==> src/rtl/windowed_speed_record_tracker_assert.svh <==
// Assertion macros for the windowed speed record tracker.
`ifndef WINDOWED_SPEED_RECORD_TRACKER_ASSERT_SVH
`define WINDOWED_SPEED_RECORD_TRACKER_ASSERT_SVH

// same-cycle implication
`define WSRT_ASSERT_NOW(lbl, ante, cons, msg) \
	lbl: assert property (@(posedge clk) disable iff (!arst_n) (ante) |-> (cons)) \
		else $error(msg);

// next-cycle implication
`define WSRT_ASSERT_NEXT(lbl, ante, cons, msg) \
	lbl: assert property (@(posedge clk) disable iff (!arst_n) (ante) |=> (cons)) \
		else $error(msg);

`endif

==> src/rtl/wsrt_fifo.sv <==
// Small word queue used on the input and result sides.
module wsrt_fifo #(
	parameter type T = logic,
	parameter int DEPTH = 2
) (
	input  logic clk,
	input  logic arst_n,
	input  logic push,
	input  T     wdata,
	output logic full,
	input  logic pop,
	output T     rdata,
	output logic empty
);
	localparam int PW = (DEPTH > 1) ? $clog2(DEPTH) : 1;
	localparam int CW = $clog2(DEPTH + 1);

	T              mem_q [DEPTH];
	logic [PW-1:0] wptr_q, rptr_q;
	logic [CW-1:0] cnt_q;
	logic          do_push, do_pop;

	assign full    = (cnt_q == CW'(DEPTH));
	assign empty   = (cnt_q == '0);
	assign do_push = push && !full;
	assign do_pop  = pop && !empty;
	assign rdata   = mem_q[rptr_q];

	always_ff @(posedge clk) begin
		if (do_push)
			mem_q[wptr_q] <= wdata;
	end

	always_ff @(posedge clk or negedge arst_n) begin
		if (!arst_n) begin
			wptr_q <= '0;
			rptr_q <= '0;
			cnt_q  <= '0;
		end else begin
			if (do_push)
				wptr_q <= (wptr_q == PW'(DEPTH - 1)) ? '0 : wptr_q + PW'(1);
			if (do_pop)
				rptr_q <= (rptr_q == PW'(DEPTH - 1)) ? '0 : rptr_q + PW'(1);
			if (do_push && !do_pop)
				cnt_q <= cnt_q + CW'(1);
			else if (do_pop && !do_push)
				cnt_q <= cnt_q - CW'(1);
		end
	end
endmodule

==> config.mk <==
export PLATFORM = sky130hd
export DESIGN_NAME = wsrt_fifo
export DESIGN_NICKNAME = d
export VERILOG_FILES = /design/src/rtl/windowed_speed_record_tracker_assert.svh /design/src/rtl/wsrt_fifo.sv
export SDC_FILE = /design/constraint.sdc
export NUM_CORES = 1
export LEC_CHECK = 0
export ABC_CLOCK_PERIOD_IN_PS = 3700
export BUFFER_PORTS_ARGS = -buffer_cell sky130_fd_sc_hd__buf_2
export CORE_AREA = 2 2 39 41
export DETAILED_ROUTE_END_ITERATION = 10
export DIE_AREA = 0 0 41 43
export PLACE_DENSITY = 0.38
export SLEW_MARGIN = 0
export SYNTH_ARGS = -nofsm -noshare
export SYNTH_HDL_FRONTEND = slang
export SYNTH_SLANG_ARGS = --single-unit
export TNS_END_PERCENT = 5
==> constraint.sdc <==
create_clock -name clk -period 3.7 [get_ports clk]
set_input_delay 0.74 -clock clk [delete_from_list [all_inputs] [get_ports clk]]
set_output_delay 0.74 -clock clk [all_outputs]
set_load 0.02 [all_outputs]
# Word-level counts from Yosys, hierarchy flattened
# Memories as Yosys holds them, arrays and structs flattened.
# Index checks and enable logic that the tools add are counted.
# word_totals
regBits,4
latchBits,0
ram_bits,2
mem_bits_ro,0
input_bits,5
output_inout_bits,3
mem_count,1
# memory_table
memory,words,width,rd,rd_clocked_by_memory_dff,write_ports,line,source
mem_q,2,1,1,0,1,wsrt_fifo.sv:18,T mem_q [DEPTH];
# op_classes
addsub,4
n_mul,0
n_div,0
order_cmp,0
eq_ne,1
n_shift,0
n_mux,6
n_bitwise,0
n_reduce_logical,10
# ops
cell,count
$logic_and 1x1->1,4
$logic_not 1->1,4
$mux 1,4
$mux 2,2
$add 1x1->1 const B,2
$add 2x1->2 const B,1
$eq 2x2->1 const B,1
$logic_not 2->1,1
$reduce_bool 2->1,1
$sub 2x1->2 const B,1

# Depth between registers and ports, before layout
# logic_depth
ltp_word,7
mapped_depth,7
depth_no_buf,7

# Worst setup path after synthesis
# Ideal clock, no wire load.
# synth_path
kind,input to register
start,input port push
end,register cnt_q[1]
setup_time_ns,0.079
t_arrival_ns,1.420
required_time_ns,3.621
setup_slack_ns,2.201
cell_stages,5
n_path_buf,0
cell_sequence,nand2_1 inv_1 ha_1 nor2_1 xor2_1
# synth_via
elab_chain_cells,4
# synth_lines
item,line,source
from (decl),wsrt_fifo.sv:8,"input logic push,"
$logic_and 1x1->1 (*),wsrt_fifo.sv:25,assign do_push = push && !full;
$logic_not 1->1,wsrt_fifo.sv:46,else if (do_pop && !do_push)
$logic_and 1x1->1,wsrt_fifo.sv:46,
$reduce_bool 2->1 (no source line),-,
to (signal assigned),wsrt_fifo.sv:45,cnt_q <= cnt_q + CW'(1);
to (signal assigned),wsrt_fifo.sv:47,cnt_q <= cnt_q - CW'(1);
to (decl),wsrt_fifo.sv:20,logic [CW-1:0] cnt_q;
# Every way passes the cells marked *; elsewhere a longest branch is shown, timed or not.
# A chain may end at the register's enable or synchronous reset.

# Worst setup path after layout
# layout_path
start,register rptr_q
end,output port rdata
# layout_via
elab_chain_cells,1
# layout_lines
item,line,source
from (decl),wsrt_fifo.sv:19,"logic [PW-1:0] wptr_q, rptr_q;"
from (signal assigned),wsrt_fifo.sv:43,rptr_q <= (rptr_q == PW'(DEPTH - 1)) ? '0 : rptr_q + PW'(1);
$mem_v2 2x1,-,
to (decl),wsrt_fifo.sv:12,"output T rdata,"
# No other way between the ends.

==> reports/metrics.csv <==
stage,metric,value,unit
run_status,status,finished clean,
timing,tightest_slew,0.213,ns
place,pre_cts_ws,2.02,ns
timing,final.setup.tns,0,ns
route,drc,0,
route,routed-via-count,188,
clock_network,cts.path.max_buffers,2,
die,dieArea,1760,µm²
pwr,p_leak,0.000170,µW
yosys,ys_types,12,
yosys,synth_area,268,µm²
min_path,hp-class,input pin to asynchronous set/reset pin,
global_routing,grt_pass1_vias,208,
layout,postLayoutCoreUtil,25.2,%
timing,fin_ws,1.86,ns
setup_path,crit_path_max_fanout,2,
route,dr_wl_met2,252,µm
timing,fin_skew,0.00649,ns
die,die_h,43,µm
route,ant_nets,0,
clock_network,cts_buffers,3,
yosys,syn_area_per_cell,12.2,µm²
layout,multi_input_area,100,µm²
layout,nNetsFinal,40,
timing,timing.final.crit_share,49.7,%
setup_path,crit_path_end_kind,primary output,
setup_path,crit_path_start_kind,register,
global_routing,grt_max_degree,6,
yosys,synth_largest_area_cell,dfrtp_1,
layout,layout-drive-gt1-share,33.3,%
timing,rsz0062_at_grt,false,
place,io_buffers,7,
route,routed_via_density,3.84,
timing,timing.final.max_slew_violations,0,
clock_network,cts_tree,built,
setup_path,required,2.96,ns
clock_network,cts_post_setup_buffers_inserted,0,
layout,antenna_cells,0,
timing,fmax,0.543,GHz
global_routing,grt_pass1_wl,717,µm
place,hpwl,357,µm
yosys,ys_warn_count,0,
clock_network,root_buffer,clkbuf_4,
pwr,power,314,µW
route,wl_met3,22,µm
route,wl_met1,142,µm
route,postRouteWirelength,433,µm
setup_path,crit_type,register to primary output,
global_routing,antenna_found_initial,0,
setup_path,path_cells,mux2_2 > buf_2,
clock_network,ctsHoldBuffers,0,
die,ioPinCount,8,
timing,layout_min_cycle_time,1.84,ns
yosys,syn_inst,22,
global_routing,grt_usage,6.68,%
route,dr.pass1.iters,3,
place,routabilityCongestion,0.659,
clock_network,cts_resized,0,
setup_path,cp.arrival,1.10,ns
die,die_w,41,µm
pwr,worst_ir_drop_vdd,0.136,mV
clock_network,clock_latency,0.25,ns
timing,finalHoldViolCount,0,
yosys,synth_area_leaders,"dfrtp_1 37%, edfxtp_1 22%, xnor2_1 9.8%",
timing,finalSetupViolCount,0,
layout,area_growth,30.4,%
route,wl_per_cell,8.84,µm
yosys,yosysSeqAreaShare,59.8,%
yosys,synth_top_area_share,37.4,%
timing,max_slew_margin,85.7,%
flow_run,max_cap_violations,0,
yosys,syn_nets,28,
global_routing,grt_overflow,0,
die,start_util,19.3,%
clock_network,clkTransAtPathRegs,0.05,ns
layout,fillers,161,
layout,seq_area,160,µm²
setup_path,cp_slowest_cell,dfrtp_1,
clock_network,cts-htree-levels,1,
pwr,power.density,899,nW/µm²
setup_path,crit_path_max_incr_delay,0.37,ns
die,core_region_area,1380,µm²
clock_network,clock-sinks,6,
route,drt-initial-drc-count,7,
route,dr.max_layer_used,met4,
setup_path,r2r_slack,2.23,ns
yosys,synth.ff_latch_count,6,
die,rows,14,
worst paths after layout:
kind,end,depth (start not counted),start
max,rdata,2,rptr_q
min,wptr_q,1,arst_n
max reg2reg,cnt_q[1],7,cnt_q[0]
min reg2reg,rptr_q,1,rptr_q
max in group asynchronous,cnt_q[1],1,arst_n
min in group clk,rptr_q,1,rptr_q
layer usage:
metal / vias to the layer above / GRT usage [%]
met1: 87 / 3.96
met2: 4 / 10.9
met5: - / 0
met3: 2 / 2.09
met4: 0 / 10.0
li1: 95 / -
cells by family after synthesis:
group                    Yosys count  share of synthesized area [%]
AND/OR/NAND/NOR                    6                           10.3
flip-flops                         6                           59.8
XOR/XNOR                           5                           16.4
buffers and inverters              2                           2.80
AO/OA/AOI/OAI                      1                           1.87
multiplexers                       1                           4.21
adder cells (fa/ha/maj)            1                           4.67
cell usage in the layout, fill, tap and decap left out:
cell type,netlist,layout
mux2_2,1,1
ha_1,1,1
nand2b_1,1,1
clkbuf_4,0,3
inv_1,2,2
clkbuf_1,0,1
buf_2,0,7
and3_1,1,1
dfrtp_1,4,4
nor2_1,3,3
nand2_1,1,1
edfxtp_1,2,2
xnor2_1,3,3
xor2_1,2,2
o21ai_1,1,1
report_power, final:
part	total (µW)	switching (µW)	internal [µW]	leakage, µW
sequential	126	26.6	99.7	0.0000652
clock	65.7	24.8	40.9	0.0000150
combinational	122	62.8	58.9	0.0000897
sequential cells by signal (all words and copies together) (netlist names):
| name | flops |
|---|---|
| cnt_q | 2 |
| mem_q | 2 |
| rptr_q | 1 |
| wptr_q | 1 |
cells in the mapped netlist, drive strengths merged:
cell / instances
and3: 1
dfrtp: 4
edfxtp: 2
ha: 1
inv: 2
mux2: 1
nand2: 1
nand2b: 1
nor2: 3
o21ai: 1
xnor2: 3
xor2: 2
metrics by stage:
step / hold slack, ns / std cells / cell area [µm²]
6_report: 0.283 / 49 / 349
5_1_grt: 0.273 / 49 / 349
3_5_place_dp: 0.489 / 45 / 323
3_3_place_gp: 0.477 / 45 / 323
2_1_floorplan: 0.444 / 22 / 268
4_1_cts: 0.280 / 49 / 349
worst max-delay path, delay by kind of cell, from the launching register on:
family / cells / cell delay, ns
DFF: 1 / 0.37
muxes: 1 / 0.33
buffers and inverters: 1 / 0.15
area by class of cell:
| class | instances | share of cell area (%) |
|---|---|---|
| sequential | 6 | 45.9 |
| multi-input combinational | 14 | 28.7 |
| timing repair buffer | 7 | 10.0 |
| clock buffer | 4 | 7.53 |
| tap | 16 | 5.73 |
| inverter | 2 | 2.15 |
Power figures use the tool's default switching activity.
