==> src/rtl/windowed_speed_record_tracker_assert.svh <==
// Assertion macros for the windowed speed record tracker.
`ifndef WINDOWED_SPEED_RECORD_TRACKER_ASSERT_SVH
`define WINDOWED_SPEED_RECORD_TRACKER_ASSERT_SVH

// same-cycle implication
`define WSRT_ASSERT_NOW(lbl, ante, cons, msg) \
	lbl: assert property (@(posedge clk) disable iff (!arst_n) (ante) |-> (cons)) \
		else $error(msg);

// next-cycle implication
`define WSRT_ASSERT_NEXT(lbl, ante, cons, msg) \
	lbl: assert property (@(posedge clk) disable iff (!arst_n) (ante) |=> (cons)) \
		else $error(msg);

`endif

==> src/rtl/wsrt_pkg.sv <==
// Shared types and constants for the windowed speed record tracker.
package wsrt_pkg;

	localparam int RING_DEPTH_DEF    = 2048;
	localparam int TABLE_ENTRIES_DEF = 10;

	localparam int WIN_W   = 12;
	localparam int RATE_W  = 5;
	localparam int SPAN_W  = 17;
	localparam int SPEED_W = 16;
	localparam int AVG_W   = 24;
	localparam int RUN_W   = 16;
	localparam int HOUR_W  = 5;
	localparam int MIN_W   = 6;
	localparam int SEC_W   = 6;
	localparam int RANK_W  = 4;
	localparam int IDX_W   = 32;
	localparam int ACC_W   = 24;
	localparam int SUM_W   = 32;
	localparam int DIV_NW  = 40;
	localparam int DIV_DW  = 17;
	localparam int CFG_IDX_W  = 2;
	localparam int CFG_DATA_W = 12;

	localparam logic [WIN_W-1:0]  WINDOW_RESET = 12'd10;
	localparam logic [RATE_W-1:0] RATE_RESET   = 5'd10;

	localparam logic [CFG_IDX_W-1:0] CFG_WINDOW = 2'd0;
	localparam logic [CFG_IDX_W-1:0] CFG_RATE   = 2'd1;

	typedef struct packed {
		logic [SPEED_W-1:0] ground_speed;
		logic [RUN_W-1:0]   run_number;
		logic [HOUR_W-1:0]  clock_hour;
		logic [MIN_W-1:0]   clock_minute;
		logic [SEC_W-1:0]   clock_second;
	} item_t;

	typedef struct packed {
		logic [AVG_W-1:0]  window_average;
		logic [AVG_W-1:0]  run_maximum;
		logic [AVG_W-1:0]  display_maximum;
		logic [RANK_W-1:0] entry_rank;
		logic [AVG_W-1:0]  entry_speed;
		logic [HOUR_W-1:0] entry_hour;
		logic [MIN_W-1:0]  entry_minute;
		logic [SEC_W-1:0]  entry_second;
		logic [RUN_W-1:0]  entry_run;
		logic              last;
	} result_t;

	typedef struct packed {
		logic [AVG_W-1:0]  speed;
		logic [HOUR_W-1:0] hour;
		logic [MIN_W-1:0]  minute;
		logic [SEC_W-1:0]  second;
		logic [RUN_W-1:0]  run;
	} rec_t;

	typedef struct packed {
		logic              start;
		logic [DIV_NW-1:0] dividend;
		logic [DIV_DW-1:0] divisor;
	} div_req_t;

	typedef struct packed {
		logic              done;
		logic [DIV_NW-1:0] quot;
		logic [DIV_DW-1:0] rem;
	} div_rsp_t;

endpackage

==> src/rtl/wsrt_div.sv <==
// Restoring divider, one quotient bit per cycle.
module wsrt_div (
	input  logic               clk,
	input  logic               arst_n,
	input  wsrt_pkg::div_req_t req,
	output wsrt_pkg::div_rsp_t rsp
);
	localparam int NW    = wsrt_pkg::DIV_NW;
	localparam int DW    = wsrt_pkg::DIV_DW;
	localparam int CNT_W = $clog2(NW + 1);

	logic             busy_q, done_q;
	logic [CNT_W-1:0] cnt_q;
	logic [NW-1:0]    num_q;
	logic [DW-1:0]    rem_q, div_q;
	logic [DW:0]      trial;
	logic [DW+1:0]    diff;
	logic             ge;

	assign trial = {rem_q, num_q[NW-1]};
	assign diff  = {1'b0, trial} - {2'b00, div_q};
	assign ge    = !diff[DW+1];

	always_ff @(posedge clk) begin
		if (req.start) begin
			num_q <= req.dividend;
			rem_q <= '0;
			div_q <= req.divisor;
		end else if (busy_q) begin
			num_q <= {num_q[NW-2:0], ge};
			rem_q <= ge ? diff[DW-1:0] : trial[DW-1:0];
		end
	end

	always_ff @(posedge clk or negedge arst_n) begin
		if (!arst_n) begin
			busy_q <= 1'b0;
			done_q <= 1'b0;
			cnt_q  <= '0;
		end else begin
			done_q <= busy_q && (cnt_q == CNT_W'(1));
			if (req.start) begin
				busy_q <= 1'b1;
				cnt_q  <= CNT_W'(NW);
			end else if (busy_q) begin
				cnt_q <= cnt_q - CNT_W'(1);
				if (cnt_q == CNT_W'(1))
					busy_q <= 1'b0;
			end
		end
	end

	assign rsp.done = done_q;
	assign rsp.quot = num_q;
	assign rsp.rem  = rem_q;
endmodule

==> config.mk <==
export PLATFORM = sky130hd
export DESIGN_NAME = wsrt_div
export DESIGN_NICKNAME = d
export VERILOG_FILES = /design/src/rtl/windowed_speed_record_tracker_assert.svh /design/src/rtl/wsrt_pkg.sv /design/src/rtl/wsrt_div.sv
export SDC_FILE = /design/constraint.sdc
export NUM_CORES = 1
export LEC_CHECK = 0
export BUFFER_PORTS_ARGS = -buffer_cell sky130_fd_sc_hd__buf_4
export CAP_MARGIN = 20
export CORE_ASPECT_RATIO = 1.4
export CORE_UTILIZATION = 53
export CTS_CLUSTER_SIZE = 8
export DETAILED_ROUTE_END_ITERATION = 12
export GPL_ROUTABILITY_DRIVEN = 0
export HOLD_SLACK_MARGIN = 0.05
export PLACE_DENSITY = 0.91
export SYNTH_ARGS = -nofsm -noshare
export SYNTH_HDL_FRONTEND = slang
export SYNTH_SLANG_ARGS = --single-unit
export TNS_END_PERCENT = 50
==> constraint.sdc <==
create_clock -name clk -period 3.4 [get_ports clk]
set_input_delay 0.68 -clock clk [delete_from_list [all_inputs] [get_ports clk]]
set_output_delay 0.68 -clock clk [all_outputs]
set_load 0.02 [all_outputs]
# Yosys cells after proc, flatten, opt, wreduce, memory -nomap -nowiden
# Cells that the tools add are included.
word_totals:
  output_inout_bits: 58
  elab_cells: 20
  input_bits: 60
  reg_bits: 82
op_classes:
  n_eq_ne: 1
  mux: 8
  addsub: 2
  n_reduce_logical: 3
op_table:
  columns: ["op", "n"]
  rows:
  - ["two-way mux 40 bit", 2]
  - ["subtractor 18 x 17 -> 19 bit", 1]
  - ["two-way mux 17 bit", 1]
  - ["two-way mux 6 bit", 2]
  - ["equality test 6 x 1 -> 1 bit, second input constant", 1]
  - ["subtractor 6 x 1 -> 6 bit, second input constant", 1]
  - ["two-way mux 1 bit", 3]
  - ["nonzero test 2 bit", 1]
  - ["logical AND 1 bit", 1]
  - ["zero test 1 bit", 1]

# Logic depth before layout (Yosys ltp)
logic_depth:
  ltp_word: 4
  ltp_mapped: 12
  ltp_nobuf: 11

# Worst setup path after synthesis
# No wires, ideal clock.
synth_path:
  path_type: "register to register"
  start: "reg num_q[39]"
  end: "reg rem_q[4]"
  n_path_buf: 2
  arrival_ps: 2536
  synth_period_minus_slack_ps: 2624
  t_required_ps: 3312
  path_stages_with_launch: 13
  setup_ps: 88
  setup_slack_ps: 776
  cell_sequence: "edfxtp_1 inv_1 ha_1 inv_1 fa_1 a211oi_2 o21ai_2 a21o_1 a31oi_1 buf_4 buf_6 nand2_1 a311oi_2"
synth_via:
  elab_chain_cells: 2
synth_lines:
  columns: ["item", "line_no", "rtl"]
  rows:
  - ["from (decl)", "wsrt_div.sv:14", "logic [NW-1:0] num_q;"]
  - ["from (signal assigned)", "wsrt_div.sv:26", "num_q <= req.dividend;"]
  - ["from (signal assigned)", "wsrt_div.sv:30", "num_q <= {num_q[NW-2:0], ge};"]
  - ["subtractor 18 x 17 -> 19 bit", "wsrt_div.sv:21", "assign diff = {1'b0, trial} - {2'b00, div_q};"]
  - ["two-way mux 17 bit", "wsrt_div.sv:31", "rem_q <= ge ? diff[DW-1:0] : trial[DW-1:0];"]
  - ["to (signal assigned)", "wsrt_div.sv:31", null]
  - ["to (decl)", "wsrt_div.sv:15", "logic [DW-1:0] rem_q, div_q;"]
# Every way passes these cells.
# A chain may end at the register's enable or synchronous reset.

# Final worst setup path
layout_path:
  start: "reg num_q[39]"
  end: "reg rem_q[7]"
# Same word-level chain as after synthesis.

==> flow_summary_export.csv <==
group,metric,value,unit
clock_tree,cts_max_level,3,
sta,hold_viol,0,
sta,tightestPinTransition,570,ps
drt,drt-met1-wl,3670,um
worst_setup_path,crit_path_max_fanout,12,
synth,syn_area,0.00425,mm2
worst_setup_path,critPathRequiredTime,3650,ps
run_status,status,"finished, final reports clean",
synth,async_flop_share,0.0976,
die,core,0.00775,mm2
clock_tree,clock_path_buffers,2,
clock_tree,postCtsHoldBufs,0,
clock_tree,cts_tree,"yes",
final_layout,seq_area,0.00225,mm2
sta,timing.fmax,0.352,GHz
drt,drt-vias-per-instance,5.76,
worst_setup_path,start_kind,"flop",
synth,ys_warn_count,0,
sta,timing.final.crit_share,0.837,
die,initial_utilization,0.549,
drt,firstDrtPassIters,4,
sta,slew_viol_final,0,
worst_setup_path,critical_path_class,"flop to flop",
sta,finClkSkew,11.2,ps
worst_setup_path,critPathLaunch,"num_q[39]",
sta,maxSlewHeadroom,0.620,
clock_tree,cts.sinks,82,
drt,wl_met2,5310,um
placement,io_buffers,117,
die,chipWidth,77.7,um
drt,routed_wl,10100,um
die,io_pins,118,
drt,vias,3382,
synth,synthTopCellsByCount,"57 x edfxtp_1, 39 x mux2_2, 29 x nor2_1, 28 x nand2_1, 26 x inv_1",
die,die_h,108,um
final_layout,antenna_cells,0,
global_route,antenna_found_initial,0,
synth,ys.flop_type,"edfxtp_1",
global_route,grt_max_degree,41,
power,p_per_area,656,mW/mm2
synth,syn_nets,445,
worst_setup_path,reg2reg_slack,560,ps
worst_hold_path,hp-class,"input port to async pin",
power,irDropWorstVdd,0.416,mV
clock_tree,clockRootBuffer,"clkbuf_8",
worst_setup_path,timing.rr.start,"num_q[39]",
placement,dp_hpwl,7550,um
final_layout,fin_nets,562,
synth,yosysMostFrequentCell,"edfxtp_1",
clock_tree,clkTransAtPathRegs,80,ps
final_layout,areaGrowthSynthToFinish,26.5,%
global_route,grt_overflow,0,
clock_tree,insertion_delay,360,ps
global_route,grt_pass1_wl,16000,um
sta,rsz0062_at_grt,"no",
global_route,gr-usage-all-layers,0.252,
final_layout,multi_input_area,0.00181,mm2
drt,dr.first_iter.drc_count,254,
die,dieArea,0.00839,mm2
synth,synth_top_area_frac,0.402,
final_layout,drive_gt1_frac,0.384,
flow_run,drv_cap,0,
synth,synth_edf_count,57,
final_layout,num-fill-cells,555,
sta,period_needed,2840,ps
worst_setup_path,crit_arrival,3090,ps
drt,wl_per_cell,17.2,um
synth,synth_seq_cells,82,
sta,finalSetupViolCount,0,
drt,drc,0,
synth,synth.avg_cell_area,11.7,um2
final_layout,stdcell_area,0.00538,mm2
drt,highest_layer,"met4",
die,rows,38,
synth,synth_area_leaders,"edfxtp_1 40%, mux2_2 10%, dfxtp_1 8.0%",
power,p_leak,2.42,nW
drt,wl_met3,918,um
drt,ant_nets,0,
clock_tree,postCtsSetupBuffers,0,
global_route,grt_pass1_vias,3395,
worst_setup_path,end_kind,"flop",
synth,synth_cell_type_count,53,
synth,yosysTopAreaCell,"edfxtp_1",
synth,synth_cells,365,
clock_tree,cts_made_buffers,9,
clock_tree,cts_resized,0,
placement,place_area,0.00521,mm2
sta,fin_tns_setup,0,ps
synth,yosysSeqAreaShare,0.529,
cells by family (layout without fill, tap and decap cells):
kind of cell | count (synthesis) | count (layout) | share of synthesized area
AO/OA/AOI/OAI | 86 | 86 | 0.151
XOR/XNOR | 16 | 16 | 0.0329
adder cells (fa/ha/maj) | 20 | 20 | 0.0606
buffers and inverters | 44 | 166 | 0.0447
flip-flops | 82 | 82 | 0.529
multiplexers | 39 | 39 | 0.103
AND/OR/NAND/NOR | 78 | 78 | 0.0779
cell type report:
type	count	share of cell area
clock buffers	13	0.0279
inverters	27	0.0188
flip-flops and latches	82	0.419
well taps	100	0.0233
multi-input cells	239	0.337
clock inverters	3	0.00302
repair buffers	123	0.172
critical path, stage by stage, from the launching register on:
cell	delay [ps]
edfxtp_1	430
inv_1	80
ha_1	160
inv_1	50
fa_1	440
a211oi_2	300
o21ai_2	140
a21o_1	190
a31oi_1	260
buf_4	240
a211oi_1	70
a211o_1	270
o211a_1	100
per-layer routing:
| layer | up-vias | track usage |
|---|---|---|
| met5 | - | 0 |
| met4 | 0 | 0.112 |
| met3 | 25 | 0.0861 |
| met2 | 162 | 0.444 |
| met1 | 1615 | 0.273 |
| li1 | 1580 | - |
metrics by stage:
| step | hold slack, ps | power [mW] | util | setup slack [ps] | instances |
|---|---|---|---|---|---|
| 2_1_floorplan | 384 | 2.43 | - | 776 | 365 |
| 3_3_place_gp | 500 | 2.83 | 0.673 | 754 | 571 |
| 3_5_place_dp | 506 | 2.90 | 0.673 | 619 | 571 |
| 4_1_cts | 113 | 3.52 | 0.694 | 606 | 587 |
| 5_1_grt | 111 | 3.72 | 0.694 | 442 | 587 |
| 6_report | 122 | 3.53 | 0.694 | 555 | 587 |
sequential cells by signal (all words and copies together), names as in the netlist:
name and count:
done_q 1, div_q 17, cnt_q 6, busy_q 1
rem_q 17, num_q 40
layout by cell type (no fill, tap or decap), drive strengths merged, types with 3 or more instances in the layout:
cell    count
clkbuf     13
edfxtp     57
mux2       39
o21ai      15
nor2       29
a211oi      7
o31ai       4
dfxtp      17
nand3       5
xor2        6
nor3        7
a21oi      17
a31oi       3
a21o        7
buf       123
dfrtp       8
xnor2      10
ha         19
a311oi      6
a211o       5
o21a        5
nand2      28
inv        28
power breakdown:
part / switching [mW] / internal (mW)
Sequential: 0.152 / 1.24
Combinational: 0.846 / 0.659
Clock: 0.344 / 0.289
Total: 1.34 / 2.19
path summary, 6_finish.rpt:
path                       cells past startpoint        end
min in group clk                               1   div_q[2]
setup / recovery                              12   rem_q[7]
hold / removal                                 1   cnt_q[4]
setup reg to reg                              12   rem_q[7]
hold reg to reg                                2  rem_q[11]
max in group asynchronous                      1   cnt_q[1]
No activity file was read; power rests on OpenSTA's default activity.
